File: config.mk
export PLATFORM = sky130hd
export DESIGN_NAME = wdcm_ram
export DESIGN_NICKNAME = d
export VERILOG_FILES = /design/src/rtl/core/wdcm_ram.sv
export SDC_FILE = /design/constraint.sdc
export NUM_CORES = 1
export LEC_CHECK = 0
export CAP_MARGIN = 20
export CORE_MARGIN = 2
export CORE_UTILIZATION = 60
export DETAILED_ROUTE_END_ITERATION = 10
export DONT_BUFFER_PORTS = 1
export GPL_TIMING_DRIVEN = 0
export PLACE_DENSITY = 0.88
export SLEW_MARGIN = 20
export SYNTH_ARGS = -nofsm -noshare
export SYNTH_HDL_FRONTEND = slang
export SYNTH_SLANG_ARGS = --single-unit
File: constraint.sdc
create_clock -name clk_i -period 2.2 [get_ports clk_i]
set_clock_uncertainty 0.1 [all_clocks]
set_input_delay 0.33 -clock clk_i [delete_from_list [all_inputs] [get_ports clk_i]]
set_output_delay 0.33 -clock clk_i [all_outputs]
set_load 0.01 [all_outputs]
File: src/rtl/core/wdcm_ram.sv
// Generic single-write, single-read RAM with registered read data.
module wdcm_ram #(
  parameter int WIDTH = 8,
  parameter int DEPTH = 16
) (
  input  logic                     clk_i,
  input  logic                     we_i,
  input  logic [$clog2(DEPTH)-1:0] waddr_i,
  input  logic [WIDTH-1:0]         wdata_i,
  input  logic [$clog2(DEPTH)-1:0] raddr_i,
  output logic [WIDTH-1:0]         rdata_o
);

  logic [WIDTH-1:0] mem_q [DEPTH];
  logic [WIDTH-1:0] rdata_q;

  always_ff @(posedge clk_i) begin
    if (we_i) begin
      mem_q[waddr_i] <= wdata_i;
    end
    rdata_q <= mem_q[raddr_i];
  end

  assign rdata_o = rdata_q;

endmodule

# Word-level counts from Yosys, hierarchy flattened
# Memories as Yosys holds them, arrays and structs flattened. A register that Yosys moved wholly into a read port is not among the register bits.
# Cells that the tools add are included.
totals:
  regBits: 0
  mem_bits_rw: 128
  elab_cells: 3
  memories: 1
mem_list:
  columns: ["name", "words", "width", "rd", "rd_clocked_by_memory_dff", "write_ports", "line_no", "source"]
  rows:
  - ["mem_q", 16, 8, 1, 1, 1, "14", "logic [WIDTH-1:0] mem_q [DEPTH];"]
classes:
  n_mux: 2
op_table:
  columns: ["cell", "count"]
  rows:
  - ["$mux W1", 2]

# Longest topological paths before layout
# Gate-level depths: netlist of run 1.
logic_depth:
  word_depth: 2
  depth_mapped: 5

# Least setup slack after synthesis of run 1
# Ideal clock, no wire load.
synth_path:
  path_kind: "input port to flip-flop"
  from: "in waddr_i[2]"
  to: "mem mem_q[0][0] (enable)"
  setup_ns: 0.383
  arrival_ns: 1.440
  setup_slack_ns: 0.277
  stages: 2
  path_cell_list: "or3b_2 -> nor3_1"
synth_lines:
  columns: ["element", "line_no", "source"]
  rows:
  - ["from (decl)", "8", "input logic [$clog2(DEPTH)-1:0] waddr_i,"]
  - ["to (decl)", "14", null]
# No word-level cell before the write port.

# Worst setup path in the final report of run 1
layout_path:
  from: "in waddr_i[0]"
  to: "mem mem_q[12][6] (enable)"
# No word-level cell before the write port.

==> metrics, run 1 <==
status=complete, no violations; crit path kind=input pin to flop; Clock Power Share=0.459; Sw Share=0.2094; fmax=539.2 MHz; crit share post-route=0.8431; Clk Latency, worst-skew pair=0.53 ns; max-cap viol count=0; # DRC=0; largest net degree at the start of global routing=17; CTS tree=yes; diode count=0; initial drt markers=255; Final min period=1.855 ns; Net Switching=approximately 1.2 mW; sequential power share=0.497; Layout fillers=455; clock sinks=136; CP Max Fanout=8; post-synthesis async set-or-reset flop share=0; RSZ-0062 raised after global routing=no; CP cell instances=dlygate4sd3_1 -> nor3_2 -> dlygate4sd3_1; core box area=0.008258 sq mm; Synth Instances=approximately 230; max_slew headroom=0.4416; H-tree Lvls=4; Initial Util=0.6233; number of synthesized flops with an enable pin=between 100 and 150; startpoint types=input pin; setup TNS=0 ns; family with the most delay on the worst path=buffers and inverters; synthesized area=0.005147 sq mm; HP Class=input pin to flop; cell count after placement=335; layout cells sized above 1=0.2263; Routed WL per cell=around 27 um; GRT Overall Usage=0.2342; cts repair resizes=0; Seq. cell area=0.004004 sq mm; multi-input logic area=0.001072 sq mm; number of global-route vias before repair=~2.4k; most frequent cells in the layout=128 x edfxtp_1, 18 x mux4_2, 16 x a22oi_1, 16 x clkbuf_16, 14 x mux4_1; CP Data Required Time=2.27 ns; Vias=2429; Gate power share=0.043; fin nets=279; Setup crit end kind=flop; gr ovfl total=0; CTS root buf=clkbuf_8; PD cells=983.0 mW/mm^2; FF+latch count, synth=136; half-perimeter wire length after placement=5858 um; slowest cell on the critical path=dlygate4sd3_1; CP peak stage delay=0.84 ns; Rows=33; die height=between 90 and 100 um; fin util=0.7245; register area share after synthesis=0.7778; vias per cell=6.409; internal power=4.650 mW; Leak=slightly below 2 nW; Placer Congestion=between 0.7 and 0.8; number of top-level pins=26; Final Non-Filler Cells=379; endpoints failing setup=0; Critical Path AT=1.93 ns; synth warn=0; die area=0.009336 sq mm; max-slew violations=0; antenna viol nets, final=0; Synth Area per Inst=22.48 sq um; first-pass GRT wire length=approximately 15000 um; Max IR drop VDD=about 0.0013 V; die width=roughly 97 um; Top FF cell, synth=edfxtp_1; CTS Buffer Depth=2; Slew @ Worst Pin=0.8345 ns; area grow syn2layout=16.24%; initial antenna violation count=0; synthesized net count=approximately 250; most common cell after layout, fill and taps aside=edfxtp_1; DRT Wirelength=~10000 um; clk slew on worst S/H paths=0.06 ns; cell mode on critical path=dlygate4sd3_1; total chip power=5.882 mW; Netlist cell types=19; buffers and inverters on the worst path=2; PortBufs=0; drt pass-1 iters=4; Num CTS Buffers=17; Fin. Hold Viols=0
## per-stage QoR
stage | worst slack, ns | hold slack, ns | cell area, sq um
2_1_floorplan | 0.2771 | 0.3289 | 5147
3_3_place_gp | -0.1274 | 0.3296 | 5279
3_5_place_dp | 0.1840 | 0.3295 | 5294
4_1_cts | 0.4087 | 0.004071 | 5958
5_1_grt | 0.2908 | 0.01116 | 5983
6_report | 0.3453 | 0.002924 | 5983
## layout make-up
type,instances,area share
plain buffers,10,0.01443
clock buffers,21,0.07340
well taps,105,0.02196
flip-flops and latches,136,0.6692
multi-input cells,83,0.1792
repair buffers,13,0.02091
clock inverters,11,0.02091
## worst register-to-register path, delay by kind of cell (launching register included)
family	cells	cell delay [ns]
AO/OA/AOI/OAI	1	0.38
multiplexers	1	0.51
flip-flops	1	0.38
AND/OR/NAND/NOR	1	0.12
## worst paths after layout
check                                            start                      to  slack (ns)  cells past startpoint
worst min-delay path                        waddr_i[1]   mem_q[4][2]$_DFFE_PP_       0.003                      1
worst max-delay path                        waddr_i[0]  mem_q[12][6]$_DFFE_PP_        0.35                      3
worst max register to register   mem_q[0][0]$_DFFE_PP_      rdata_o[0]$_DFF_P_        0.58                      3
worst min register to register  mem_q[11][1]$_DFFE_PP_      rdata_o[1]$_DFF_P_        0.58                      3
## Yosys cell counts (2+ instances only)
master / n / area [sq um]
clkdlybuf4s25_2: 3 / 30.03
mux4_1: 14 / 367.9
nand3b_1: 2 / 15.01
nor3_1: 4 / 20.02
edfxtp_1: 128 / 3844
buf_2: 3 / 15.01
dfxtp_1: 8 / 160.2
buf_6: 3 / 33.78
nand2b_1: 2 / 12.51
a22oi_1: 16 / 120.1
nand2_1: 9 / 33.78
mux4_2: 18 / 405.4
nor2_1: 13 / 48.80
## per-layer routing
layer,GRT usage,share of wire
met1,0.3118,0.40
met5,0,0
met2,0.3718,0.51
met3,0.07225,0.063
met4,0.08667,0.029
## repair_timing
item,in CTS,in global routing
hold buffers,10,2
buffers inserted,0,0
hold endpoints to repair,148,8
## registers in the layout, indices dropped and copies added, names as in the netlist
name and flops:
rdata_o 8, mem_q 128
## power groups by stage
stage / Combinational [mW] / Sequential [mW] / Clock (mW)
finish: 0.254 / 2.93 / 2.70
global route: 0.271 / 2.93 / 2.80
CTS: 0.252 / 2.93 / 2.71
detailed placement: 0.195 / 2.98 / 0
global placement: 0.191 / 2.97 / 0
floorplan: 0.147 / 2.97 / 0
## cell families (layout without fill, tap and decap cells)
kind of cell / count (synthesis) / in the layout / synth area share
and+or+nand+nor: 35 / 35 / 0.03184
muxes: 32 / 32 / 0.1502
buffers and inverters: 10 / 55 / 0.01677
DFF: 136 / 136 / 0.7778
AOI/OAI and AO/OA: 16 / 16 / 0.02334
Note: power is estimated with default switching activity, not from simulation.
==> inputs of run 2 (changes only) <==
CORE_UTILIZATION = 56   (was 60)
PLACE_DENSITY = 0.86   (was 0.88)
clock period = 1.5 ns   (was 2.2 ns; I/O delays follow)
==> metrics, run 2 (synthesized netlist as in run 1, its figures left out) <==
status=complete, but fails checks (was complete, no violations); failing checks=negative hold slack; first-pass GRT wire length=15180 um (was 15150 um); Layout fillers=529 (was 455); CP Max Fanout=8 (unchanged); Final min period=1.469 ns; antenna viol nets, final=0 (unchanged); clock sinks=136 (unchanged); area grow syn2layout=16.26% (was 16.24%); startpoint types=input pin (unchanged); die area=0.009975 sq mm (was 0.009336 sq mm); endpoints failing setup=0 (unchanged); vias per cell=6.222 (was 6.409); clk slew on worst S/H paths=0.06 ns (about the same); number of global-route vias before repair=2471 (was 2438); fin util=0.6796 (was 0.7245); core box area=0.008806 sq mm (was 0.008258 sq mm); Gate power share=0.043 (about the same); # DRC=0 (unchanged); HP Class=input pin to flop (unchanged); slowest cell on the critical path=nor3_2 (was dlygate4sd3_1); family with the most delay on the worst path=simple AND/OR/NAND/NOR gates (was buffers and inverters); CTS Buffer Depth=2 (unchanged); PD cells=1428 mW/mm^2 (was 983.0 mW/mm^2); crit share post-route=0.9796; Vias=2358 (was 2429); drt pass-1 iters=5 (was 4); Critical Path AT=1.51 ns (was 1.93 ns); CP Data Required Time=1.54 ns (was 2.27 ns); max_slew headroom=0.4454 (was 0.4416); Slew @ Worst Pin=0.8288 ns (was 0.8345 ns); die width=99.88 um (was 96.63 um); Setup WS post-layout=0.03062 ns (was 0.3453 ns); total chip power=8.548 mW (was 5.882 mW); Clock Power Share=0.455 (was 0.459); largest net degree at the start of global routing=17 (unchanged); Placer Congestion=0.7297 (was 0.7834); crit path kind=input pin to flop (unchanged); number of top-level pins=26 (unchanged); max reg flops=128 (unchanged); GRT Overall Usage=0.2239 (was 0.2342); max-cap viol count=0 (unchanged); Final Non-Filler Cells=379 (unchanged); Leak=1.955 nW (was 1.965 nW); Clk Latency, worst-skew pair=0.52 ns (was 0.53 ns); fin nets=276 (was 279); cell count after placement=337 (was 335); Rows=34 (was 33); Sw Share=0.2178 (was 0.2094); half-perimeter wire length after placement=6019 um (was 5858 um); layout cells sized above 1=0.2509 (was 0.2263); fmax=680.6 MHz; RSZ-0062 raised after global routing=yes (was no); Max IR drop VDD=0.0007518 V (was 0.001289 V); CP peak stage delay=0.65 ns (was 0.84 ns); Num CTS Buffers=17 (unchanged); H-tree Lvls=4 (unchanged); Setup crit end kind=flop (unchanged); Most flops, register=mem_q (unchanged); PortBufs=0 (unchanged); most common cell after layout, fill and taps aside=edfxtp_1 (unchanged); CTS tree=yes (unchanged); Post-Place Worst Slack=-0.3703 ns (was 0.1840 ns); gr ovfl total=0 (unchanged); die height=99.88 um (was 96.63 um); most frequent cells in the layout=128 x edfxtp_1, 18 x mux4_2, 16 x clkbuf_16, 14 x mux4_1 (was 128 x edfxtp_1, 18 x mux4_2, 16 x a22oi_1, 16 x clkbuf_16, 14 x mux4_1); CTS root buf=clkbuf_8 (unchanged); sequential power share=0.502 (was 0.497); Routed WL per cell=26.26 um (was 27.34 um); hold_buf cts=10 (unchanged); Net Switching=1.862 mW (was 1.231 mW); CP cell instances=dlygate4sd3_1 -> nor3_2 (was dlygate4sd3_1 -> nor3_2 -> dlygate4sd3_1); Fin. Hold Viols=32 (was 0); Initial Util=0.5845 (was 0.6233); initial antenna violation count=0 (unchanged); initial drt markers=320 (was 255); WHS=-0.1136 ns (was 0.002924 ns); buffers and inverters on the worst path=1 (was 2); diode count=0 (unchanged); setup TNS=0 ns (unchanged); DRT Wirelength=9953 um (was 10360 um); internal power=6.686 mW (was 4.650 mW); max-slew violations=0 (unchanged)
-- run 2: repair_timing --
action                                  4_1_cts  5_1_grt
endpoints found under the setup margin        1       26
gates resized for setup                       1        2
buffers inserted                              0        0
endpoints found under the hold margin       162       32
-- run 2: layout make-up --
cell class	count	area, sq um	share of cell area
sequential	136	4004	0.6690
clock buffer	18	427.9	0.07150
timing repair buffer	10	100.1	0.01673
multi-input combinational	83	1092	0.1825
tap	108	135.1	0.02258
clock inverter	14	138.9	0.02321
buffer	10	86.33	0.01443
-- run 2: power groups by stage --
stage,logic (mW),registers [mW],clock network (mW)
after global placement,0.280,4.36,0
after floorplan,0.217,4.36,0
after detailed placement,0.287,4.37,0
final,0.369,4.29,3.89
after CTS,0.369,4.29,3.93
after global routing,0.397,4.30,4.14
-- run 2: worst register-to-register path, delay by kind of cell (launching register included) --
kind | cells | cell delay (ns)
AOI/OAI and AO/OA | 1 | 0.25
muxes | 1 | 0.56
and+or+nand+nor | 1 | 0.08
DFF | 1 | 0.36
-- run 2: metrics by stage --
step / instance area [sq um] / hold WS [ns]
2_1_floorplan: 5162 / 0.2239
3_3_place_gp: 5298 / 0.2246
3_5_place_dp: 5303 / 0.2245
4_1_cts: 5974 / -0.1258
5_1_grt: 5984 / -0.1382
6_report: 5984 / -0.1136
-- run 2: worst paths after layout --
kind / from / depth (start not counted) / slack [ns] / to
min reg2reg: mem_q[8][1]$_DFFE_PP_ / 3 / 0.59 / rdata_o[1]$_DFF_P_
max reg2reg: mem_q[5][2]$_DFFE_PP_ / 3 / 0.06 / rdata_o[2]$_DFF_P_
min: waddr_i[1] / 1 / -0.11 / mem_q[8][1]$_DFFE_PP_
max: waddr_i[0] / 2 / 0.03 / mem_q[0][0]$_DFFE_PP_
-- run 2: layer usage --
metal  up-vias  routed length (um)  GRT usage
li1       1032                   -          -
met1      1239                4219     0.3152
met2        80                5062     0.3415
met3         7                 579    0.07660
met4         0                  92    0.06322
met5         -                   0          0
==> inputs of run 3 (changes only) <==
CORE_MARGIN = 4   (was 2)
==> metrics, run 3 (synthesized netlist as in run 1, its figures left out) <==
flop2flop setup slack=0.02 ns (was 0.06 ns); PD cells=1455 mW/mm^2 (was 1428 mW/mm^2); cells on worst reg2reg path=3 (unchanged); worst r2r dst=rdata_o[1]$_DFF_P_ (was rdata_o[2]$_DFF_P_); clk slew on worst S/H paths=0.06 ns (about the same); CTS tree=yes (unchanged); number of global-route vias before repair=2543 (was 2471); Slew @ Worst Pin=0.8131 ns (was 0.8288 ns); max_slew headroom=0.4560 (was 0.4454); Critical Path AT=1.80 ns (was 1.51 ns); RSZ-0062 raised after global routing=no (was yes); crit path kind=flop to flop (was input pin to flop); Most flops, register=mem_q (unchanged); endpoints failing setup=0 (unchanged); Clk Latency, worst-skew pair=0.52 ns (about the same); CTS Buffer Depth=2 (unchanged); half-perimeter wire length after placement=6131 um (was 6019 um); most frequent cells in the layout=128 x edfxtp_1, 18 x mux4_2, 16 x clkbuf_16, 14 x mux4_1 (unchanged); status=complete, but fails checks (unchanged); drt pass-1 iters=5 (unchanged); gr ovfl total=0 (unchanged); Final min period=1.483 ns (was 1.469 ns); Max IR drop VDD=0.001622 V (was 0.0007518 V); # DRC=0 (unchanged); failing checks=negative hold slack (unchanged); startpoint types=flop (was input pin); vias per cell=6.367 (was 6.222); initial drt markers=265 (was 320); Post-Place Worst Slack=-0.3989 ns (was -0.3703 ns); WHS=-0.1230 ns (was -0.1136 ns); PortBufs=0 (unchanged); Post-CTS Setup Bufs=0 (unchanged); Leak=1.963 nW (was 1.955 nW); Placer Congestion=0.6990 (was 0.7297); Initial Util=0.5817 (was 0.5845); die width=103.9 um (was 99.88 um); CTS root buf=clkbuf_8 (unchanged); CP Data Required Time=1.81 ns (was 1.54 ns); clock sinks=136 (unchanged); Final Non-Filler Cells=379 (unchanged); max-slew violations=0 (unchanged); Rows=34 (unchanged); DRT Wirelength=10090 um (was 9953 um); Fin. Hold Viols=32 (unchanged); GRT Overall Usage=0.2051 (was 0.2239); number of top-level pins=26 (unchanged); most common cell after layout, fill and taps aside=edfxtp_1 (unchanged); setup TNS=0 ns (unchanged); cell area after layout=0.005989 sq mm (was 0.005984 sq mm); H-tree Lvls=4 (unchanged); critical path endpoint=rdata_o[1]$_DFF_P_ (was mem_q[0][0]$_DFFE_PP_); Vias=2413 (was 2358); max-cap viol count=0 (unchanged); layout cells sized above 1=0.2519 (was 0.2509); die area=0.01079 sq mm (was 0.009975 sq mm); die height=103.9 um (was 99.88 um); CP Max Fanout=1 (was 8); Num CTS Buffers=17 (unchanged); antenna viol nets, final=0 (unchanged); fmax=674.3 MHz (was 680.6 MHz); first-pass GRT wire length=15620 um (was 15180 um); cell count after placement=337 (unchanged); Routed WL per cell=26.61 um (was 26.26 um); crit path from=mem_q[7][1]$_DFFE_PP_ (was waddr_i[0]); Setup WS post-layout=0.01701 ns (was 0.03062 ns); crit share post-route=0.9887 (was 0.9796); area post-placement=0.005303 sq mm (unchanged); core box area=0.008848 sq mm (was 0.008806 sq mm); HP Class=input pin to flop (unchanged); fin util=0.6769 (was 0.6796); hold_buf cts=9 (was 10); largest net degree at the start of global routing=17 (unchanged); Worst R2R Start=mem_q[7][1]$_DFFE_PP_ (was mem_q[5][2]$_DFFE_PP_); fin nets=275 (was 276); max reg flops=128 (unchanged); area grow syn2layout=16.36% (was 16.26%); Setup crit end kind=flop (unchanged); initial antenna violation count=0 (unchanged)
[run 3: cell types whose count changed in the layout (fill, tap and decap cells not counted), sizes merged]
cell         before  now
bufinv            1    2
clkbuf           18   17
clkinv            3    4
clkinvlp          4    3
diode             0    1
dlygate4sd3      10    9
[run 3: cell type report]
| cell class | instances | area, sq um |
|---|---|---|
| sequential | 136 | 4004 |
| buffer | 10 | 86.33 |
| tap | 108 | 135.1 |
| clock buffer | 17 | 414.1 |
| clock inverter | 15 | 165.2 |
| timing repair buffer | 9 | 90.09 |
| antenna | 1 | 2.502 |
| multi-input combinational | 83 | 1092 |
| fill | 530 | 2859 |
[run 3: stage by stage]
stage	hold slack, ns	power (mW)
3_5_place_dp	0.2247	4.658
3_3_place_gp	0.2248	4.643
6_report	-0.1230	8.717
5_1_grt	-0.1405	8.996
4_1_cts	-0.1420	8.743
2_1_floorplan	0.2239	4.574
[run 3: what timing repair did]
action                                  4_1_cts  5_1_grt
gates resized for setup                       1        2
endpoints found under the hold margin       162       32
endpoints found under the setup margin        1        2
pin swaps                                     1        0
[run 3: routing by layer]
metal	share of wire	GRT usage
met5	0	0
met4	0.017	0.07123
met3	0.096	0.06456
met2	0.49	0.3115
met1	0.39	0.2853
[run 3: power by group]
group | internal, mW | switching [mW]
clock | 2.40 | 1.67
combinational | 0.156 | 0.208
sequential | 4.25 | 0.0382
total | 6.81 | 1.91
[run 3: worst min-delay path by stage]
stage	start	endpoint	slack, ns	depth (start not counted)
after floorplan	wdata_i[0]	mem_q[0][0]$_DFFE_PP_	0.22	0
after global placement	wdata_i[3]	mem_q[14][3]$_DFFE_PP_	0.22	0
after detailed placement	wdata_i[0]	mem_q[14][0]$_DFFE_PP_	0.22	0
after CTS	waddr_i[0]	mem_q[12][4]$_DFFE_PP_	-0.14	1
after global routing	waddr_i[0]	mem_q[4][5]$_DFFE_PP_	-0.14	1
final	waddr_i[0]	mem_q[4][5]$_DFFE_PP_	-0.12	1
[run 3: critical path, stage by stage (launching register included)]
cell and delay, ns:
edfxtp_1 0.37, mux4_1 0.56, a22oi_1 0.26, nand2_1 0.08
