**src/rtl/core/wdcm_pkg.sv**
```systemverilog
// Shared types, codes and constants of the weighted distance cost matrix.
package wdcm_pkg;

  // Field widths
  localparam int COORD_W    = 24;
  localparam int NUM_FIELDS = 4;
  localparam int WORD_W     = NUM_FIELDS * COORD_W;
  localparam int WEIGHT_W   = 16;
  localparam int COST_W     = 32;
  localparam int INDEX_W    = 9;
  localparam int ACTION_W   = 2;
  localparam int KIND_W     = 2;
  localparam int STATUS_W   = 2;

  // Distance datapath widths
  localparam int MAG_W      = COORD_W + 1;
  localparam int SQ_W       = 2 * COORD_W + 1;
  localparam int PROD_W     = 2 * MAG_W;
  localparam int ACC_W      = 64;
  localparam int FIELD_IDX_W = $clog2(NUM_FIELDS);
  localparam int ROOT_STEPS = 32;
  localparam int ITER_W     = $clog2(ROOT_STEPS);

  // Configuration port
  localparam int CFG_AW     = 5;
  localparam int CFG_DW     = 32;
  localparam int REG_IDX_W  = CFG_AW - 2;

  localparam logic [REG_IDX_W-1:0] REG_X_WEIGHT       = 3'd0;
  localparam logic [REG_IDX_W-1:0] REG_Y_WEIGHT       = 3'd1;
  localparam logic [REG_IDX_W-1:0] REG_Z_WEIGHT       = 3'd2;
  localparam logic [REG_IDX_W-1:0] REG_VALUE_WEIGHT   = 3'd3;
  localparam logic [REG_IDX_W-1:0] REG_UNMATCHED_COST = 3'd4;

  localparam logic [WEIGHT_W-1:0] WEIGHT_RESET    = 16'd256;
  localparam logic [COST_W-1:0]   UNMATCHED_RESET = 32'd0;

  // Action codes
  localparam logic [ACTION_W-1:0] ACT_APPEND_FIRST  = 2'd0;
  localparam logic [ACTION_W-1:0] ACT_APPEND_SECOND = 2'd1;
  localparam logic [ACTION_W-1:0] ACT_QUERY         = 2'd2;
  localparam logic [ACTION_W-1:0] ACT_CLEAR         = 2'd3;

  // Entry kinds
  localparam logic [KIND_W-1:0] KIND_DIST      = 2'd0;
  localparam logic [KIND_W-1:0] KIND_UNMATCHED = 2'd1;
  localparam logic [KIND_W-1:0] KIND_ZERO      = 2'd2;

  // Status codes
  localparam logic [STATUS_W-1:0] ST_OK    = 2'd0;
  localparam logic [STATUS_W-1:0] ST_FULL  = 2'd1;
  localparam logic [STATUS_W-1:0] ST_RANGE = 2'd2;

  typedef struct packed {
    logic [NUM_FIELDS-1:0][WEIGHT_W-1:0] weight;
    logic [COST_W-1:0]                   unmatched_cost;
  } cfg_t;

  typedef struct packed {
    logic              start;
    logic [WORD_W-1:0] word_a;
    logic [WORD_W-1:0] word_b;
  } dist_req_t;

  typedef struct packed {
    logic              done;
    logic [COST_W-1:0] cost;
  } dist_rsp_t;

endpackage

```
**src/rtl/core/wdcm_dist.sv**
```systemverilog
// Distance unit: shared 25x25 multiplier for weighted squares, then a bitwise root.
module wdcm_dist (
  input  logic                                                  clk_i,
  input  logic                                                  rst_ni,
  input  wdcm_pkg::dist_req_t                                   req_i,
  input  logic [wdcm_pkg::NUM_FIELDS-1:0][wdcm_pkg::WEIGHT_W-1:0] weight_i,
  output wdcm_pkg::dist_rsp_t                                   rsp_o
);

  localparam int MAG_W  = wdcm_pkg::MAG_W;
  localparam int SQ_W   = wdcm_pkg::SQ_W;
  localparam int PROD_W = wdcm_pkg::PROD_W;
  localparam int ACC_W  = wdcm_pkg::ACC_W;
  localparam int NF     = wdcm_pkg::NUM_FIELDS;
  localparam int CW     = wdcm_pkg::COORD_W;
  localparam int FW     = wdcm_pkg::FIELD_IDX_W;
  localparam int IW     = wdcm_pkg::ITER_W;

  localparam logic [2:0] D_IDLE = 3'd0;
  localparam logic [2:0] D_SQ   = 3'd1;
  localparam logic [2:0] D_LO   = 3'd2;
  localparam logic [2:0] D_HI   = 3'd3;
  localparam logic [2:0] D_SUM  = 3'd4;
  localparam logic [2:0] D_ACC  = 3'd5;
  localparam logic [2:0] D_ROOT = 3'd6;
  localparam logic [2:0] D_DONE = 3'd7;

  localparam logic [FW-1:0] LAST_FIELD = FW'(NF - 1);
  localparam logic [IW-1:0] LAST_STEP  = IW'(wdcm_pkg::ROOT_STEPS - 1);
  localparam logic [ACC_W-1:0] BIT_INIT = ACC_W'(1) << (ACC_W - 2);

  logic [2:0]    state_q, state_d;
  logic [FW-1:0] idx_q, idx_d;
  logic [IW-1:0] iter_q, iter_d;

  logic [NF-1:0][MAG_W-1:0] mag_q, mag_d;
  logic [PROD_W-1:0]        prod_q, prod_d;
  logic [SQ_W-MAG_W-1:0]    sq_hi_q, sq_hi_d;
  logic [ACC_W-1:0]         term_q, term_d;
  logic [ACC_W-1:0]         acc_q, acc_d;
  logic [ACC_W-1:0]         num_q, num_d;
  logic [ACC_W-1:0]         res_q, res_d;
  logic [ACC_W-1:0]         bit_q, bit_d;

  logic [MAG_W-1:0]         diff [NF];
  logic [MAG_W-1:0]         mul_a, mul_b;
  logic [PROD_W-1:0]        mul_p;
  logic [MAG_W-1:0]         w_sel;
  logic [ACC_W:0]           sum_ext;
  logic [ACC_W-1:0]         acc_sat;
  logic [ACC_W-1:0]         trial;

  // Per-field absolute differences, taken once when the pair arrives
  always_comb begin
    for (int k = 0; k < NF; k++) begin
      diff[k] = {req_i.word_a[k*CW+CW-1], req_i.word_a[k*CW +: CW]}
              - {req_i.word_b[k*CW+CW-1], req_i.word_b[k*CW +: CW]};
      mag_d[k] = diff[k][MAG_W-1] ? (~diff[k] + 1'b1) : diff[k];
    end
  end

  assign w_sel = MAG_W'(weight_i[idx_q]);

  // Operand select for the shared multiplier
  always_comb begin
    case (state_q)
      D_SQ: begin
        mul_a = mag_q[idx_q];
        mul_b = mag_q[idx_q];
      end
      D_LO: begin
        mul_a = prod_q[MAG_W-1:0];
        mul_b = w_sel;
      end
      D_HI: begin
        mul_a = MAG_W'(sq_hi_q);
        mul_b = w_sel;
      end
      default: begin
        mul_a = '0;
        mul_b = '0;
      end
    endcase
  end

  assign mul_p   = mul_a * mul_b;
  assign sum_ext = {1'b0, acc_q} + {1'b0, term_q};
  assign acc_sat = sum_ext[ACC_W] ? {ACC_W{1'b1}} : sum_ext[ACC_W-1:0];
  assign trial   = res_q + bit_q;

  always_comb begin
    state_d = state_q;
    idx_d   = idx_q;
    iter_d  = iter_q;
    prod_d  = prod_q;
    sq_hi_d = sq_hi_q;
    term_d  = term_q;
    acc_d   = acc_q;
    num_d   = num_q;
    res_d   = res_q;
    bit_d   = bit_q;
    case (state_q)
      D_IDLE: begin
        if (req_i.start) begin
          acc_d   = '0;
          idx_d   = '0;
          state_d = D_SQ;
        end
      end
      D_SQ: begin
        prod_d  = mul_p;
        state_d = D_LO;
      end
      D_LO: begin
        sq_hi_d = prod_q[SQ_W-1:MAG_W];
        prod_d  = mul_p;
        state_d = D_HI;
      end
      D_HI: begin
        term_d  = ACC_W'(prod_q);
        prod_d  = mul_p;
        state_d = D_SUM;
      end
      D_SUM: begin
        term_d  = term_q + {prod_q[ACC_W-MAG_W-1:0], {MAG_W{1'b0}}};
        state_d = D_ACC;
      end
      D_ACC: begin
        acc_d = acc_sat;
        if (idx_q == LAST_FIELD) begin
          num_d   = acc_sat;
          res_d   = '0;
          bit_d   = BIT_INIT;
          iter_d  = '0;
          state_d = D_ROOT;
        end else begin
          idx_d   = idx_q + 1'b1;
          state_d = D_SQ;
        end
      end
      D_ROOT: begin
        if (num_q >= trial) begin
          num_d = num_q - trial;
          res_d = (res_q >> 1) + bit_q;
        end else begin
          res_d = res_q >> 1;
        end
        bit_d  = bit_q >> 2;
        iter_d = iter_q + 1'b1;
        if (iter_q == LAST_STEP) begin
          state_d = D_DONE;
        end
      end
      D_DONE: begin
        state_d = D_IDLE;
      end
      default: begin
        state_d = D_IDLE;
      end
    endcase
  end

  always_ff @(posedge clk_i or negedge rst_ni) begin
    if (!rst_ni) begin
      state_q <= D_IDLE;
      idx_q   <= '0;
      iter_q  <= '0;
    end else begin
      state_q <= state_d;
      idx_q   <= idx_d;
      iter_q  <= iter_d;
    end
  end

  always_ff @(posedge clk_i) begin
    if (state_q == D_IDLE && req_i.start) begin
      mag_q <= mag_d;
    end
    prod_q  <= prod_d;
    sq_hi_q <= sq_hi_d;
    term_q  <= term_d;
    acc_q   <= acc_d;
    num_q   <= num_d;
    res_q   <= res_d;
    bit_q   <= bit_d;
  end

  // Q16.16 root truncated to Q20.12
  assign rsp_o.done = (state_q == D_DONE);
  assign rsp_o.cost = {4'd0, res_q[wdcm_pkg::COST_W-1:4]};

endmodule

```
**config.mk**
```make
export PLATFORM = sky130hd
export DESIGN_NAME = wdcm_dist
export DESIGN_NICKNAME = d
export VERILOG_FILES = /design/src/rtl/core/wdcm_pkg.sv /design/src/rtl/core/wdcm_dist.sv
export SDC_FILE = /design/constraint.sdc
export NUM_CORES = 2
export LEC_CHECK = 0
export BUFFER_PORTS_ARGS = -buffer_cell sky130_fd_sc_hd__buf_2
export CELL_PAD_IN_SITES_DETAIL_PLACEMENT = 2
export CELL_PAD_IN_SITES_GLOBAL_PLACEMENT = 2
export CORE_UTILIZATION = 37
export DETAILED_ROUTE_END_ITERATION = 8
export PLACE_DENSITY = 0.84
export SLEW_MARGIN = 20
export SYNTH_ARGS = -nofsm -noshare
export SYNTH_HDL_FRONTEND = slang
export SYNTH_SLANG_ARGS = --single-unit
```
**constraint.sdc**
```tcl
create_clock -name clk_i -period 14.3 [get_ports clk_i]
set_clock_uncertainty 0.1 [all_clocks]
set_input_delay 2.86 -clock clk_i [delete_from_list [all_inputs] [get_ports clk_i]]
set_output_delay 2.86 -clock clk_i [all_outputs]
set_load 0.03 [all_outputs]
```
======== After elaboration in Yosys (flattened, before gate mapping) ========
Index checks and enable logic that the tools add are counted.
operators by class
  shifts and indexed selects .............. 0
  mux-type cells .......................... 31
  reductions and logical operators ........ 12
  multipliers ............................. 1
  equality and inequality tests ........... 14
  bitwise logic cells ..................... 4
  magnitude comparators ................... 2
  add/sub/neg operators ................... 15
  divide/modulo/power cells ............... 0
operators by type and width
  kind                   number
  $pmux 64 s2            5
  $mux 64                7
  $add 64x64->64         2
  $add 25x1->25 const B  4
  $not 25->25            4
  $sub 24x24->25         4
  $mux 24                4
  $pmux 25 s3            1
  $add 64x64->65         1
  $add 63x64->64         1
  $ge 64x64->1           1
  $sub 64x64->64         1
  $bmux 25 s2            1
  $mul 25x25->50         1
  $pmux 25 s2            1
  $bmux 16 s2            1
  $mux 25                1
  $pmux 3 s8             1
  $mux 16                1
  $eq 3x3->1 const B     4
  $ne 2x2->1 const B     5
  $pmux 5 s2             1
  $mux 3                 3
  $eq 3x2->1 const B     2
  16 further kinds       22
storage, ports and cells
  output and inout bits ................... 33
  memory bits (writable) .................. 0
  bits in latches ......................... 0
  logic and storage cells ................. 97
  flip-flop bits (word level) ............. 504
  memories ................................ 0
  memory bits (read-only) ................. 0
  input bits .............................. 259

======== Longest topological paths before layout ========
  word-level depth ........................ 4
  gate-level depth with buffers ........... 36
  gate-level depth less buffers ........... 31

======== Least setup slack after synthesis ========
Ideal clock, no wire load.
  kind .................................... input-to-reg
  start ................................... in req_i[192] (netlist bit)
  end ..................................... reg idx_q[0]
  setup slack ............................. -1.456 ns
  buffers on the path ..................... 0
  data arrival time ....................... 15.531 ns
  cell stages on the path ................. 4
  required time ........................... 14.075 ns
  path through ............................ nor4b_1 nand2b_1 nand2_1 mux2_2
between the ends
  cells in the longest elaborated chain, start to end .. 2
RTL lines
  what                        RTL line          RTL
  start: declaration          wdcm_dist.sv:5    input wdcm_pkg::dist_req_t req_i,
  $ne 2x2->1 (no line)        -
  $reduce_and 3->1 (no line)  -
  end signal: assignment      wdcm_dist.sv:170  idx_q <= idx_d;
  end: declaration            wdcm_dist.sv:33   logic [FW-1:0] idx_q, idx_d;
Every way passes these cells.
A chain may end at the register's enable or synchronous reset.

======== Worst setup path in the final report ========
  start ................................... reg state_q[2]
  end ..................................... reg prod_q[49] (data pin)
between the ends
  cells in the longest elaborated chain, start to end .. 4
  elaborated cells on any way between the ends .. 7
  classes of those cells .................. mul (1); eq/ne (3); mux (2); reduce/logical (1)
RTL lines
  what                       RTL line          RTL
  start: declaration         wdcm_dist.sv:32   logic [2:0] state_q, state_d;
  start signal: assignment   wdcm_dist.sv:169  state_q <= state_d;
  $eq 3x2->1                 wdcm_dist.sv:66   case (state_q)
  $reduce_or 2->1 (no line)  -
  $pmux 25 s2                wdcm_dist.sv:66
  $mul 25x25->50 *           wdcm_dist.sv:86   assign mul_p = mul_a * mul_b;
  net mul_p[49]              wdcm_dist.sv:47   logic [PROD_W-1:0] mul_p;
  end signal: assignment     wdcm_dist.sv:179  prod_q <= prod_d;
  end: declaration           wdcm_dist.sv:37   logic [PROD_W-1:0] prod_q, prod_d;
Mark *: on every way through the listed nets, which the timed path passes. The rest lies on a longest branch.

==> summary by stage <==
Status
The flow ran to the end, and the final reports show no timing, DRC or antenna violations.

Global routing
The first global-routing pass estimated 363 mm of wire. The maximum number of pins on one net before global-route repair is 83. The number of antenna violations at the first check in global routing is 6. The overall overflow remaining after global route is 0. The total routing usage reported by global routing is 29.2%. The via count of the first global-routing pass is 59500.

Layout
Cells with a size suffix above 1 make up 9.17% of the layout. With fillers left out, the area of the finished cells amounts to 0.0651 sq mm. The total number of nets in the final design is 8078. From synthesis to final layout, the design area changed by 9.68%. In the layout the commonest cells are sky130_fd_sc_hd__inv_1 (843), sky130_fd_sc_hd__nor2_1 (692), sky130_fd_sc_hd__nand2_1 (668), sky130_fd_sc_hd__fa_1 (533), sky130_fd_sc_hd__ha_1 (520). The commonest non-fill, non-tap cell in the layout is sky130_fd_sc_hd__inv_1.

Clock tree
In this run, post-CTS hold repair placed 0 buffers. The clock buffer count from CTS is 61. The later pin in the worst-skew pair is clocked with a latency of 720 ps. The cell sitting at the root of the clock tree is a sky130_fd_sc_hd__clkbuf_16. The number of buffers between clock root and the deepest sink is 3.

The H-tree was split into 2 levels. The tree built by TritonCTS fans out to 472 sinks. The CTS tree is done.

Clock-pin slew was measured on the worst setup and hold paths at 70 ps. After clock tree synthesis, the setup repair step added 0 buffers. The number of instances resized during post-cts repair is 0.

Worst setup path
The capture point of the worst reg-to-reg path is prod_q[49]. The critical path's largest stage delay is 980 ps. The most common cell type on the critical path is sky130_fd_sc_hd__fa_1.

The classification of the worst setup path is reg2reg. The startpoint identified for the worst register-to-register timing path is state_q[2]. The critical path starts at state_q[2]. For the worst setup path, the data required time is 14580 ps. The slowest stage of the critical path is the sky130_fd_sc_hd__a221o_1 cell. Setup slack on the worst reg-to-reg path comes out at 2640 ps. STA classifies the critical path startpoint as a register.

STA classifies the critical path endpoint as a register. The data arrival at the endpoint of the critical path is 11930 ps. The number of cells on the worst reg-to-reg path is 31. The most critical setup path has its endpoint at prod_q[49].

The worst-path maximum fanout is 34.

Routing
Dividing the detail-routed via count by the number of cells gives 5.86. The routed layout has 52100 vias. Dividing the detail-routed wire length by the instance count gives 26.9 um. Once detail routing completed, the nets flagged for antenna violations numbered 0.

The initial detailed-routing violation count is 3176. The first detailed-routing pass ran for 5 iterations. The routed design has 239 mm of wire. The DRC violations left is 0.

Yosys
For this run, the leading register cell type out of synthesis is sky130_fd_sc_hd__edfxtp_1. The count of distinct cell types in the synthesized netlist is 102. The synthesized netlist cell count is 6646. Each instance of the synthesized netlist takes up on average 8.93 sq um. The share of the yosys chip area belonging to registers is 23.8%. The synthesized design contains 472 register bits.

By area the synthesized netlist is led by sky130_fd_sc_hd__edfxtp_1 (23%), sky130_fd_sc_hd__fa_1 (18%), sky130_fd_sc_hd__ha_1 (11%), sky130_fd_sc_hd__inv_1 (5.3%), sky130_fd_sc_hd__nor2_1 (4.4%). sky130_fd_sc_hd__edfxtp_1 takes more of the synthesized area than any other cell. The yosys synthesis warning count is 0.

The async set-or-reset flop fraction in the synthesized netlist is 2.12%. The number of enable flip-flop cells after synthesis is 462. After synthesis, the largest area contributor takes up 23.4% of total cell area. The area of the mapped netlist is 0.0594 sq mm.

Die
The total I/O pin count is 292. The number of core rows is 146. The floorplan step defined a die boundary enclosing 0.162 sq mm. The die is 403 um wide. The initial core utilization is 37.4%. The placeable core region is 0.159 sq mm.

In this run the vertical extent of the chip is 403 um.

Run
The reported max-cap violation count is 0.

STA
The sum of negative setup slack is 0 ps. Setup repair after global routing left no endpoint under its margin. The normalized max-slew margin is 18.2%. The slew of the pin with the lowest slew margin is 1230 ps. After layout, the worst path uses 81.5% of the clock period. The max-slew violation count is 0. Setup violations remaining at the end of the flow were counted as 0. Based on the critical path, the design can be clocked at up to 85.8 MHz. The number of failing hold endpoints at the final stage came to 0. Subtracting the final worst setup slack from the clock period gives 11660 ps.

Placement
The HPWL after detailed placement is 189 mm. The count of buffers added on input and output ports is 287. At the end of routability-driven placement, the weighted congestion stood at 0.905.

The area of placed instances is 0.0629 sq mm.

Hold path
The class of the worst hold path is reg2reg.
logic make-up (layout without fill, tap and decap cells):
| kind of cell | Yosys count | in the layout | share of synthesized area (%) |
|---|---|---|---|
| AO/OA/AOI/OAI | 1455 | 1455 | 15.9 |
| multiplexers | 56 | 56 | 1.70 |
| AND/OR/NAND/NOR | 1972 | 1972 | 15.1 |
| flip-flops | 472 | 472 | 23.8 |
| XOR/XNOR | 476 | 476 | 7.02 |
| buffers and inverters | 1161 | 1330 | 7.56 |
| adder cells (fa/ha/maj) | 1053 | 1053 | 28.9 |
| other | 1 | 5 | 0.00632 |
Yosys cell counts (171+ instances only):
cell type	n
sky130_fd_sc_hd__nor2_1	696
sky130_fd_sc_hd__o21ai_0	252
sky130_fd_sc_hd__xnor2_1	265
sky130_fd_sc_hd__a21oi_1	428
sky130_fd_sc_hd__edfxtp_1	462
sky130_fd_sc_hd__nand2_1	669
sky130_fd_sc_hd__fa_1	533
sky130_fd_sc_hd__clkbuf_1	260
sky130_fd_sc_hd__inv_1	846
sky130_fd_sc_hd__a21o_1	171
sky130_fd_sc_hd__xor2_1	211
sky130_fd_sc_hd__ha_1	520
worst min-delay path by stage:
stage                             end  slack (ps)        from  cells after the start
after global routing      sq_hi_q[20]         310  prod_q[45]                      0
after global placement    sq_hi_q[20]         340  prod_q[45]                      0
after floorplan           sq_hi_q[14]         330  prod_q[39]                      0
final                     sq_hi_q[20]         310  prod_q[45]                      0
after CTS                 sq_hi_q[20]         300  prod_q[45]                      0
after detailed placement  sq_hi_q[20]         360  prod_q[45]                      0
metrics by stage:
stage	utilization [%]	std cells	worst slack, ps	hold slack [ps]
2_1_floorplan	-	6649	3350	326
3_3_place_gp	39.6	8773	2720	344
3_5_place_dp	39.6	8774	2410	356
4_1_cts	41.0	8889	2890	299
5_1_grt	41.0	8890	2410	310
6_report	41.0	8891	2640	313
final cells by class:
cell class,instances,area [sq um]
Antenna cell,1,2.50
Sequential cell,472,14100
Inverter,847,3180
Multi-Input combinational cell,5016,41000
Clock inverter,44,587
Fill cell,17600,93800
Timing Repair Buffer,368,2050
Clock buffer,71,1590
Tap cell,2072,2590
flip-flops by register name, summed over array words and instances (netlist names), 5 cells and up:
name	flops
mag_q	100
bit_q	32
acc_q	64
term_q	64
sq_hi_q	24
num_q	64
iter_q	5
res_q	64
prod_q	50
routing by layer:
| layer | up-vias | global-route usage (%) | part of all wire, % | wire length, um |
|---|---|---|---|---|
| li1 | 22900 | - | - | - |
| met1 | 26700 | 33.0 | 38 | 92100 |
| met2 | 1707 | 51.7 | 50 | 119000 |
| met3 | 737 | 4.15 | 4.9 | 11700 |
| met4 | 10 | 18.0 | 7.0 | 16900 |
| met5 | - | 0 | 0.026 | 62 |
critical path, delay by kind of cell, from the launching register on:
kind | cells | cell delay [ps]
compound gates | 8 | 3270
xor+xnor | 1 | 160
fa+ha+maj | 8 | 3910
buf+inv | 8 | 1550
flops | 1 | 660
simple gates | 6 | 1720
Power is left out: the tool's default activity adds up to more than one toggle a clock period on the data nets, which glitch-free logic cannot reach.
