**src/rtl/core/wdcm_pkg.sv**
```systemverilog
// Shared types, codes and constants of the weighted distance cost matrix.
package wdcm_pkg;

  // Field widths
  localparam int COORD_W    = 24;
  localparam int NUM_FIELDS = 4;
  localparam int WORD_W     = NUM_FIELDS * COORD_W;
  localparam int WEIGHT_W   = 16;
  localparam int COST_W     = 32;
  localparam int INDEX_W    = 9;
  localparam int ACTION_W   = 2;
  localparam int KIND_W     = 2;
  localparam int STATUS_W   = 2;

  // Distance datapath widths
  localparam int MAG_W      = COORD_W + 1;
  localparam int SQ_W       = 2 * COORD_W + 1;
  localparam int PROD_W     = 2 * MAG_W;
  localparam int ACC_W      = 64;
  localparam int FIELD_IDX_W = $clog2(NUM_FIELDS);
  localparam int ROOT_STEPS = 32;
  localparam int ITER_W     = $clog2(ROOT_STEPS);

  // Configuration port
  localparam int CFG_AW     = 5;
  localparam int CFG_DW     = 32;
  localparam int REG_IDX_W  = CFG_AW - 2;

  localparam logic [REG_IDX_W-1:0] REG_X_WEIGHT       = 3'd0;
  localparam logic [REG_IDX_W-1:0] REG_Y_WEIGHT       = 3'd1;
  localparam logic [REG_IDX_W-1:0] REG_Z_WEIGHT       = 3'd2;
  localparam logic [REG_IDX_W-1:0] REG_VALUE_WEIGHT   = 3'd3;
  localparam logic [REG_IDX_W-1:0] REG_UNMATCHED_COST = 3'd4;

  localparam logic [WEIGHT_W-1:0] WEIGHT_RESET    = 16'd256;
  localparam logic [COST_W-1:0]   UNMATCHED_RESET = 32'd0;

  // Action codes
  localparam logic [ACTION_W-1:0] ACT_APPEND_FIRST  = 2'd0;
  localparam logic [ACTION_W-1:0] ACT_APPEND_SECOND = 2'd1;
  localparam logic [ACTION_W-1:0] ACT_QUERY         = 2'd2;
  localparam logic [ACTION_W-1:0] ACT_CLEAR         = 2'd3;

  // Entry kinds
  localparam logic [KIND_W-1:0] KIND_DIST      = 2'd0;
  localparam logic [KIND_W-1:0] KIND_UNMATCHED = 2'd1;
  localparam logic [KIND_W-1:0] KIND_ZERO      = 2'd2;

  // Status codes
  localparam logic [STATUS_W-1:0] ST_OK    = 2'd0;
  localparam logic [STATUS_W-1:0] ST_FULL  = 2'd1;
  localparam logic [STATUS_W-1:0] ST_RANGE = 2'd2;

  typedef struct packed {
    logic [NUM_FIELDS-1:0][WEIGHT_W-1:0] weight;
    logic [COST_W-1:0]                   unmatched_cost;
  } cfg_t;

  typedef struct packed {
    logic              start;
    logic [WORD_W-1:0] word_a;
    logic [WORD_W-1:0] word_b;
  } dist_req_t;

  typedef struct packed {
    logic              done;
    logic [COST_W-1:0] cost;
  } dist_rsp_t;

endpackage

```
**src/rtl/core/wdcm_cfg.sv**
```systemverilog
// APB-style configuration registers: four weights and the unmatched cost.
module wdcm_cfg (
  input  logic                        clk_i,
  input  logic                        rst_ni,
  input  logic                        psel,
  input  logic                        penable,
  input  logic                        pwrite,
  input  logic [wdcm_pkg::CFG_AW-1:0] paddr,
  input  logic [wdcm_pkg::CFG_DW-1:0] pwdata,
  output logic [wdcm_pkg::CFG_DW-1:0] prdata,
  output logic                        pready,
  output wdcm_pkg::cfg_t              cfg_o
);

  wdcm_pkg::cfg_t                     cfg_q, cfg_d;
  logic [wdcm_pkg::REG_IDX_W-1:0]     reg_idx;
  logic                               wr_en;

  assign reg_idx = paddr[wdcm_pkg::CFG_AW-1:2];
  assign wr_en   = psel && penable && pwrite;
  assign pready  = 1'b1;

  always_comb begin
    cfg_d = cfg_q;
    if (wr_en) begin
      case (reg_idx)
        wdcm_pkg::REG_X_WEIGHT:       cfg_d.weight[0] = pwdata[wdcm_pkg::WEIGHT_W-1:0];
        wdcm_pkg::REG_Y_WEIGHT:       cfg_d.weight[1] = pwdata[wdcm_pkg::WEIGHT_W-1:0];
        wdcm_pkg::REG_Z_WEIGHT:       cfg_d.weight[2] = pwdata[wdcm_pkg::WEIGHT_W-1:0];
        wdcm_pkg::REG_VALUE_WEIGHT:   cfg_d.weight[3] = pwdata[wdcm_pkg::WEIGHT_W-1:0];
        wdcm_pkg::REG_UNMATCHED_COST: cfg_d.unmatched_cost = pwdata[wdcm_pkg::COST_W-1:0];
        default: begin
        end
      endcase
    end
  end

  always_ff @(posedge clk_i or negedge rst_ni) begin
    if (!rst_ni) begin
      cfg_q.weight[0]      <= wdcm_pkg::WEIGHT_RESET;
      cfg_q.weight[1]      <= wdcm_pkg::WEIGHT_RESET;
      cfg_q.weight[2]      <= wdcm_pkg::WEIGHT_RESET;
      cfg_q.weight[3]      <= wdcm_pkg::WEIGHT_RESET;
      cfg_q.unmatched_cost <= wdcm_pkg::UNMATCHED_RESET;
    end else begin
      cfg_q <= cfg_d;
    end
  end

  always_comb begin
    case (reg_idx)
      wdcm_pkg::REG_X_WEIGHT:       prdata = wdcm_pkg::CFG_DW'(cfg_q.weight[0]);
      wdcm_pkg::REG_Y_WEIGHT:       prdata = wdcm_pkg::CFG_DW'(cfg_q.weight[1]);
      wdcm_pkg::REG_Z_WEIGHT:       prdata = wdcm_pkg::CFG_DW'(cfg_q.weight[2]);
      wdcm_pkg::REG_VALUE_WEIGHT:   prdata = wdcm_pkg::CFG_DW'(cfg_q.weight[3]);
      wdcm_pkg::REG_UNMATCHED_COST: prdata = wdcm_pkg::CFG_DW'(cfg_q.unmatched_cost);
      default:                      prdata = '0;
    endcase
  end

  assign cfg_o = cfg_q;

endmodule

```
**config.mk**
```make
export PLATFORM = sky130hd
export DESIGN_NAME = wdcm_cfg
export DESIGN_NICKNAME = d
export VERILOG_FILES = /design/src/rtl/core/wdcm_pkg.sv /design/src/rtl/core/wdcm_cfg.sv
export SDC_FILE = /design/constraint.sdc
export NUM_CORES = 1
export LEC_CHECK = 0
export BUFFER_PORTS_ARGS = -buffer_cell sky130_fd_sc_hd__buf_2
export CAP_MARGIN = 10
export CELL_PAD_IN_SITES_DETAIL_PLACEMENT = 1
export CELL_PAD_IN_SITES_GLOBAL_PLACEMENT = 1
export CORE_MARGIN = 5
export CORE_UTILIZATION = 36
export CTS_BUF_LIST = sky130_fd_sc_hd__clkbuf_4 sky130_fd_sc_hd__clkbuf_8
export DETAILED_ROUTE_END_ITERATION = 8
export GPL_ROUTABILITY_DRIVEN = 0
export PLACE_DENSITY = 0.81
export SETUP_SLACK_MARGIN = 0.2
export SYNTH_ARGS = -nofsm -noshare
export SYNTH_HDL_FRONTEND = slang
export SYNTH_SLANG_ARGS = --single-unit
export TNS_END_PERCENT = 5
```
**constraint.sdc**
```tcl
create_clock -name clk_i -period 2.01 [get_ports clk_i]
set_input_delay 0.402 -clock clk_i [delete_from_list [all_inputs] [get_ports clk_i]]
set_output_delay 0.402 -clock clk_i [all_outputs]
set_load 0.02 [all_outputs]
```
# Word-level counts from Yosys, hierarchy flattened

Cells that the tools add are included.

Register bits: 96
Input port bits: 42
Output and inout port bits: 129
Word-level logic and storage cells: 18

Eq/ne operators: 4
Mux-type cells: 1
Reduce and logical (&&, ||, !) cells: 8

Operator list:

| cell                                                                   | count |
|---|---|
| 32-bit one-hot mux with 5 select lines                                 | 1 |
| 2-bit AND reduction                                                    | 5 |
| 3-bit by 2-bit equality test with 1-bit output (second input constant) | 2 |
| 3-bit by 1-bit equality test with 1-bit output (second input constant) | 1 |
| 3-bit equality test (second input constant)                            | 1 |
| 3-bit zero test                                                        | 1 |
| 1-bit logical AND                                                      | 2 |

# Depth between registers and ports, before layout

Gate-level depths: netlist of run 1.

Word-level depth: 3
Depth in mapped cells: 6
Gate-level depth less buffers: 3

# Least setup slack after synthesis of run 1

OpenSTA, ideal clock, no wires.

Kind: input port to output port
Start: in paddr[3] (netlist bit)
End: out prdata[12] (netlist bit)
Data arrival time: 1674 ps
Required time: 1608 ps
Setup slack: -66 ps
Stages on the path: 4
Path buffers: 2
Cells stage by stage: buf_2 > buf_1 > mux2_2 > a221o_1

Word-level cells in the longest chain between the ends: 2
Elaborated cells between the ends (all ways): 6
Those cells by class: eq/ne (4); mux (1); reduce/logical (1)

Ends and longest elaborated chain:

| item                                              | RTL line       | text |
|---|---|---|
| start: declaration                                | wdcm_cfg.sv:8  | `input logic [wdcm_pkg::CFG_AW-1:0] paddr,` |
| 3-bit equality test, or another cell as far along | wdcm_cfg.sv:51 | `case (reg_idx)` |
| 32-bit one-hot mux with 5 select lines *          | wdcm_cfg.sv:51 |  |
| end: declaration                                  | wdcm_cfg.sv:10 | `output logic [wdcm_pkg::CFG_DW-1:0] prdata,` |

Every way passes the cells marked *; elsewhere a longest branch is shown, timed or not.

# Worst setup path in the final report of run 1

Start: reg cfg_q (netlist bit cfg_o[38])
End: out prdata[6] (netlist bit)

Word-level cells in the longest chain between the ends: 1

Ends and longest elaborated chain:

| item                                   | RTL line       | text |
|---|---|---|
| start: declaration                     | wdcm_cfg.sv:15 | `wdcm_pkg::cfg_t cfg_q, cfg_d;` |
| start signal: assignment               | wdcm_cfg.sv:46 | `cfg_q <= cfg_d;` |
| 32-bit one-hot mux with 5 select lines | wdcm_cfg.sv:51 |  |

Every way passes these cells.

==> results of run 1 <==
per-layer routing:
metal,wire length (um),global-route usage,up-vias
li1,-,-,1522
met1,5800,0.236,1768
met2,7460,0.346,105
met3,540,0.0290,23
met4,350,0.0836,0
met5,0,0,-
power groups by stage:
stage                     registers, mW  logic (mW)  clock network [mW]
after global routing               2.67        2.12                1.54
after CTS                          2.61        1.97                1.46
final                              2.62        1.99                1.43
after global placement             2.62        1.82                   0
after detailed placement           2.66        1.87                   0
after floorplan                    3.07       0.662                   0
critical path, stage by stage, from the launching register on:
cell	delay, ns
dfrtp_1	0.42
mux2_2	0.28
a221o_1	0.32
buf_6	0.14
worst min path at each step:
stage	slack, ns	startpoint	depth (start not counted)	to
floorplan	0.11	rst_ni	0	cfg_o[0]$_DFFE_PN0P_
global placement	0.35	rst_ni	1	cfg_o[28]$_DFFE_PN0P_
detailed placement	0.36	rst_ni	1	cfg_o[28]$_DFFE_PN0P_
CTS	0.23	pwdata[22]	2	cfg_o[22]$_DFFE_PN0P_
global route	0.24	pwdata[22]	2	cfg_o[22]$_DFFE_PN0P_
finish	0.24	pwdata[22]	2	cfg_o[22]$_DFFE_PN0P_
synthesized netlist by cell type:
| cell | n | area, sq um |
|---|---|---|
| mux2_2 | 99 | 1110 |
| dfrtp_1 | 92 | 2300 |
| nor2_1 | 18 | 67.6 |
| and2_1 | 16 | 100 |
| a221o_1 | 15 | 150 |
| mux2i_1 | 15 | 150 |
| mux2_4 | 10 | 150 |
| buf_2 | 9 | 45.0 |
| clkbuf_1 | 5 | 18.8 |
| dfstp_2 | 4 | 105 |
| nand2b_1 | 3 | 18.8 |
| buf_4 | 2 | 15.0 |
| buf_6 | 2 | 22.5 |
| inv_1 | 2 | 7.51 |
| mux2_1 | 2 | 22.5 |
| nor2_2 | 2 | 12.5 |
| a211oi_1 | 1 | 7.51 |
| a21o_1 | 1 | 7.51 |
| buf_1 | 1 | 3.75 |
| conb_1 | 1 | 3.75 |
| nand2_1 | 1 | 3.75 |
| nand4_1 | 1 | 6.26 |
| nand4b_4 | 1 | 23.8 |
| nor2b_1 | 1 | 6.26 |
| nor3_2 | 1 | 10.0 |
| o22a_1 | 1 | 8.76 |
| o22ai_1 | 1 | 6.26 |
| or3_1 | 1 | 6.26 |
final cells by class:
| class | count | area (sq um) | area share |
|---|---|---|---|
| Multi-Input combinational cell | 191 | 1930 | 0.317 |
| Sequential cell | 96 | 2410 | 0.395 |
| Clock buffer | 11 | 145 | 0.0238 |
| Clock inverter | 5 | 78.8 | 0.0129 |
| Timing Repair Buffer | 212 | 1340 | 0.220 |
| Tap cell | 147 | 184 | 0.0302 |
| Inverter | 2 | 7.51 | 0.00123 |
logic make-up (layout without fill, tap and decap cells):
logic type / Yosys count / after routing / share of synthesized area
AOI/OAI and AO/OA: 19 / 19 / 0.0410
buffers and inverters: 21 / 230 / 0.0256
DFF: 96 / 96 / 0.548
muxes: 126 / 126 / 0.327
other: 1 / 1 / 0.000853
and+or+nand+nor: 45 / 45 / 0.0581
timing repair:
item | in CTS | in global routing
endpoints found under the hold margin | 27 | 0
pin swaps | 3 | 0
gates cloned | 1 | 0
setup buffers | 9 | 6
resized for setup | 18 | 6
hold buffers | 1 | 0
setup endpoints to repair | 32 | 32
==> results by group, run 1 <==
Drt
  – First-pass detailed-route iteration total: 4
  – DRC errors left: 0
  – Routed wire per std cell: 21.3 um
  – Vias per cell: between 5 and 6
  – Post-route ant nets: 0
  – Via count: 3418
  – Initial DRC Count: 142
  – Drt total wl: 14.1 mm

STA
  – Peak Freq: 522 MHz
  – Final Worst Setup Slack: 0.0942 ns
  – Skew final: 0 ns
  – Max-slew headroom: 0.612
  – Slew Limit Fails: 0
  – Hold WS: 0.244 ns
  – Worst slew pin tran: 0.580 ns
  – Final Hold Fails: 0
  – Final period util: 0.953
  – Tmin final: approximately 1.9 ns
  – RSZ-0062 raised after global routing: true
  – Final setup vio count: 0
  – TNS Setup: 0 ns

Cells and area
  – Final Util: 0.507
  – Most common cell after layout, fill and taps aside: buf_2
  – Layout Area Growth over Synthesis: 38.6%
  – Largest register FFs: 96
  – Layout cells sized above 1: 0.681
  – Diode count: 0
  – Layout fillers: 1271
  – Design Area, Final: 0.00609 sq mm
  – Commonest cells after routing, fill and taps aside: buf_2 (160), mux2_2 (99), dfrtp_1 (92), buf_4 (35), and2_1 (16)
  – Nets: 554
  – Post-Layout Cell Count: 664

Global route
  – GRT Total Usage: 0.195
  – Pin count of the biggest net entering global routing: 41
  – Initial antenna violation count: 0
  – First-pass GRT wire length: about 22 mm
  – Grt total ovfl: 0
  – Number of global-route vias before repair: 4000

Logic synthesis
  – Syn_nets: 350
  – Netlist cell types: 28
  – Seq/Total Area, Yosys: 0.548
  – Syn Inst Count: a little over 300
  – Post-synthesis cell area: 0.00440 sq mm
  – Synth Register Bits: 96
  – Average cell area after synthesis: 14.3 sq um
  – Synth warn: 0

CTS
  – CTS H-tree lvls: 3
  – TritonCTS clock tree: yes
  – CTS sink count: 96
  – Bufs on Longest Clock Path: 2
  – Clock root cell: clkbuf_8
  – Clk pin slew, worst setup/hold paths: 0.10 ns
  – Clk Latency, worst-skew pair: 0.37 ns
  – Total CTS buffers: 9

Power and ir drop
  – Clock network fraction of total power: 0.236
  – Total power: 6.04 mW
  – Net Sw Power: 2.09 mW
  – Part of the power in registers: 0.434
  – Maximum VDD drop: 0.568 mV
  – Internal power: between 3 and 4 mW
  – Comb power frac: 0.329
  – Switching Fraction: 0.346
  – Pwr/cell area: 991 mW/mm^2
  – Lkg Pwr: approximately 3.2 nW

Floorplanning
  – Die Wd: 121 um
  – Core area: 0.0120 sq mm
  – Chip Height: 121 um
  – FP Rows: 40
  – Die area: 0.0145 sq mm
  – # IOs: 171
  – Initial Utilization: 0.366

Critical path
  – Worst path required time: roughly 1.6 ns
  – Critical R2R Capture: cfg_o[41]$_DFFE_PN0P_
  – CP endpoint: prdata[6]
  – Worst Setup SP: cfg_o[38]$_DFFE_PN0P_
  – CP Data Arrival Time: 1.51 ns
  – Critical Path Start Type: register
  – WS Path Type: register to output port
  – Reg-to-reg setup timing slack: 1.09 ns
  – Worst setup EP type: output port
  – Worst reg-to-reg path cell count: 2
  – Critical path fanouts, max: 3
  – Reg-to-Reg Start: cfg_o[41]$_DFFE_PN0P_

Placed design
  – Detailed Place HPWL: 10.2 mm
  – Dpl cells: between 600 and 700
  – # port buffers: about 170
  – Post-place setup slack: -0.152 ns
  – Placed Area: 0.00563 sq mm

Status
  – Status: finished clean

Worst hold path
  – Type of the worst min-delay path: input pin to register

Run
  – MaxCap Viol Count: 0
Note: power is estimated with default switching activity, not from simulation.
==> run 2: changes to the inputs <==
--- a/config.mk
+++ b/config.mk
@@ -7,7 +7,7 @@
 export LEC_CHECK = 0
 export BUFFER_PORTS_ARGS = -buffer_cell sky130_fd_sc_hd__buf_2
 export CAP_MARGIN = 10
-export CELL_PAD_IN_SITES_DETAIL_PLACEMENT = 1
+export CELL_PAD_IN_SITES_DETAIL_PLACEMENT = 0
 export CELL_PAD_IN_SITES_GLOBAL_PLACEMENT = 1
 export CORE_MARGIN = 5
 export CORE_UTILIZATION = 36
==> results by group, run 2 (same netlist as run 1, synthesis figures left out) <==
Critical path
  – Critical Path Start Type: register (unchanged)
  – Critical path fanouts, max: 3 (unchanged)
  – Worst path required time: 1.61 ns (about the same)
  – Worst reg-to-reg path cell count: 2 (unchanged)
  – Critical R2R Capture: cfg_o[43]$_DFFE_PN0P_ (was cfg_o[41]$_DFFE_PN0P_)
  – Reg-to-reg setup timing slack: 1.10 ns (was 1.09 ns)
  – WS Path Type: register to output port (unchanged)
  – Reg-to-Reg Start: cfg_o[43]$_DFFE_PN0P_ (was cfg_o[41]$_DFFE_PN0P_)
  – Worst setup EP type: output port (unchanged)
  – CP Data Arrival Time: 1.50 ns (was 1.51 ns)

STA
  – Hold WS: 0.257 ns (was 0.244 ns)
  – Tmin final: 1.90 ns (was 1.92 ns)
  – Slew Limit Fails: 0 (unchanged)
  – Worst slew pin tran: 0.575 ns (was 0.580 ns)
  – Final Hold Fails: 0 (unchanged)
  – Peak Freq: 527 MHz (was 522 MHz)
  – RSZ-0062 raised after global routing: true (unchanged)
  – Final setup vio count: 0 (unchanged)
  – Max-slew headroom: 0.616 (was 0.612)
  – TNS Setup: 0 ns (unchanged)
  – Skew final: 0 ns (unchanged)
  – Final period util: 0.945 (was 0.953)

Cells and area
  – Layout fillers: 1076 (was 1271)
  – Diode count: 0 (unchanged)
  – Layout Area Growth over Synthesis: 38.0% (was 38.6%)
  – Largest register FFs: 96 (unchanged)
  – Most common cell after layout, fill and taps aside: buf_2 (unchanged)
  – Commonest cells after routing, fill and taps aside: buf_2 (158), mux2_2 (99), dfrtp_1 (92), buf_4 (34), and2_1 (16) (was buf_2 (160), mux2_2 (99), dfrtp_1 (92), buf_4 (35), and2_1 (16))
  – Layout cells sized above 1: 0.677 (was 0.681)
  – Nets: 555 (was 554)

CTS
  – Clock root cell: clkbuf_8 (unchanged)
  – CTS H-tree lvls: 3 (unchanged)
  – Bufs on Longest Clock Path: 2 (unchanged)
  – TritonCTS clock tree: yes (unchanged)
  – Clk Latency, worst-skew pair: 0.36 ns (was 0.37 ns)
  – CTS sink count: 96 (unchanged)
  – Clk pin slew, worst setup/hold paths: 0.09 ns (was 0.10 ns)
  – Total CTS buffers: 9 (unchanged)

Drt
  – Vias per cell: 5.07 (was 5.15)
  – Routed wire per std cell: 19.1 um (was 21.3 um)
  – Initial DRC Count: 174 (was 142)
  – Drt total wl: 12.7 mm (was 14.1 mm)
  – Post-route ant nets: 0 (unchanged)
  – DRC errors left: 0 (unchanged)
  – Via count: 3364 (was 3418)
  – First-pass detailed-route iteration total: 4 (unchanged)

Power and ir drop
  – Pwr/cell area: 944 mW/mm^2 (was 991 mW/mm^2)
  – Lkg Pwr: 3.18 nW (was 3.20 nW)
  – Maximum VDD drop: 0.493 mV (was 0.568 mV)

Global route
  – First-pass GRT wire length: 19.7 mm (was 22.1 mm)
  – Number of global-route vias before repair: 3579 (was 4000)
  – Grt total ovfl: 0 (unchanged)
  – GRT Total Usage: 0.174 (was 0.195)
  – Pin count of the biggest net entering global routing: 41 (unchanged)
  – Initial antenna violation count: 0 (unchanged)

Floorplanning
  – Initial Utilization: 0.366 (unchanged)
  – Chip Height: 121 um (unchanged)
  – Die area: 0.0145 sq mm (unchanged)
  – # IOs: 171 (unchanged)
  – Die Wd: 121 um (unchanged)
  – Core area: 0.0120 sq mm (unchanged)
  – FP Rows: 40 (unchanged)

Worst hold path
  – Hold depth: 2 (unchanged)
  – Hold Startpoint: pwdata[23] (was pwdata[22])
  – Type of the worst min-delay path: input pin to register (unchanged)
  – WHS Endpoint: cfg_o[23]$_DFFE_PN0P_ (was cfg_o[22]$_DFFE_PN0P_)

Placed design
  – Detailed Place HPWL: 9.09 mm (was 10.2 mm)
  – # port buffers: 167 (unchanged)

Run
  – MaxCap Viol Count: 0 (unchanged)

Status
  – Status: finished clean (unchanged)
==> run 2: repair_timing <==
action                                  in CTS  in global routing
resized for setup                           18                 10
endpoints found under the setup margin      32                 32
setup buffers                               15                  1
cloned                                       1                  0
endpoints found under the hold margin       27                  0
hold buffers                                 1                  0
pin swaps                                    4                  0
==> run 2: cell type report <==
type                       instances  area (sq um)  area share
clock buffer                      12           159      0.0262
clock inverter                     3          17.5     0.00289
inverter                           2          7.51     0.00124
multi-input combinational        191          1920       0.317
sequential                        96          2410       0.397
tap                              147           184      0.0303
timing repair buffer             213          1370       0.225
==> run 2: how the worst max path moves through the flow <==
stage / startpoint / endpoint / slack (ns) / cells past startpoint
6_report: cfg_o[70]$_DFFE_PN0P_ / prdata[6] / 0.11 / 3
5_1_grt: cfg_o[44]$_DFFE_PN0P_ / prdata[12] / 0.06 / 3
4_1_cts: cfg_o[75]$_DFFE_PN0P_ / prdata[11] / 0.09 / 3
3_5_place_dp: paddr[4] / prdata[10] / -0.18 / 4
3_3_place_gp: paddr[4] / prdata[10] / -0.12 / 4
2_1_floorplan: paddr[3] / prdata[10] / 0.23 / 4
==> run 2: worst max-delay path, cell delays in order, from the launching register on <==
cell	delay (ns)
dfrtp_1	0.40
mux2_2	0.27
a221o_1	0.30
buf_2	0.16
==> run 2: where the power goes <==
part / internal [mW] / switching [mW]
clock network: 0.521 / 0.642
registers: 2.32 / 0.276
logic: 0.889 / 1.08
total: 3.73 / 2.00
==> run 2: metal layers <==
metal  GRT usage  up-vias  part of all wire
li1            -     1521                 -
met2       0.296       98              0.50
met4      0.0687        0             0.020
met1       0.221     1726              0.43
met5           0        -                 0
met3      0.0309       19             0.050
==> run 2: through the flow <==
stage | std cells | total power [mW] | utilization | instance area, sq um | setup slack [ns]
3_3_place_gp | 631 | 4.44 | 0.469 | 5630 | -0.119
2_1_floorplan | 308 | 3.73 | - | 4420 | 0.231
3_5_place_dp | 631 | 4.49 | 0.469 | 5630 | -0.176
5_1_grt | 664 | 6.03 | 0.505 | 6070 | 0.0610
4_1_cts | 663 | 5.78 | 0.502 | 6030 | 0.0903
6_report | 664 | 5.73 | 0.505 | 6070 | 0.111
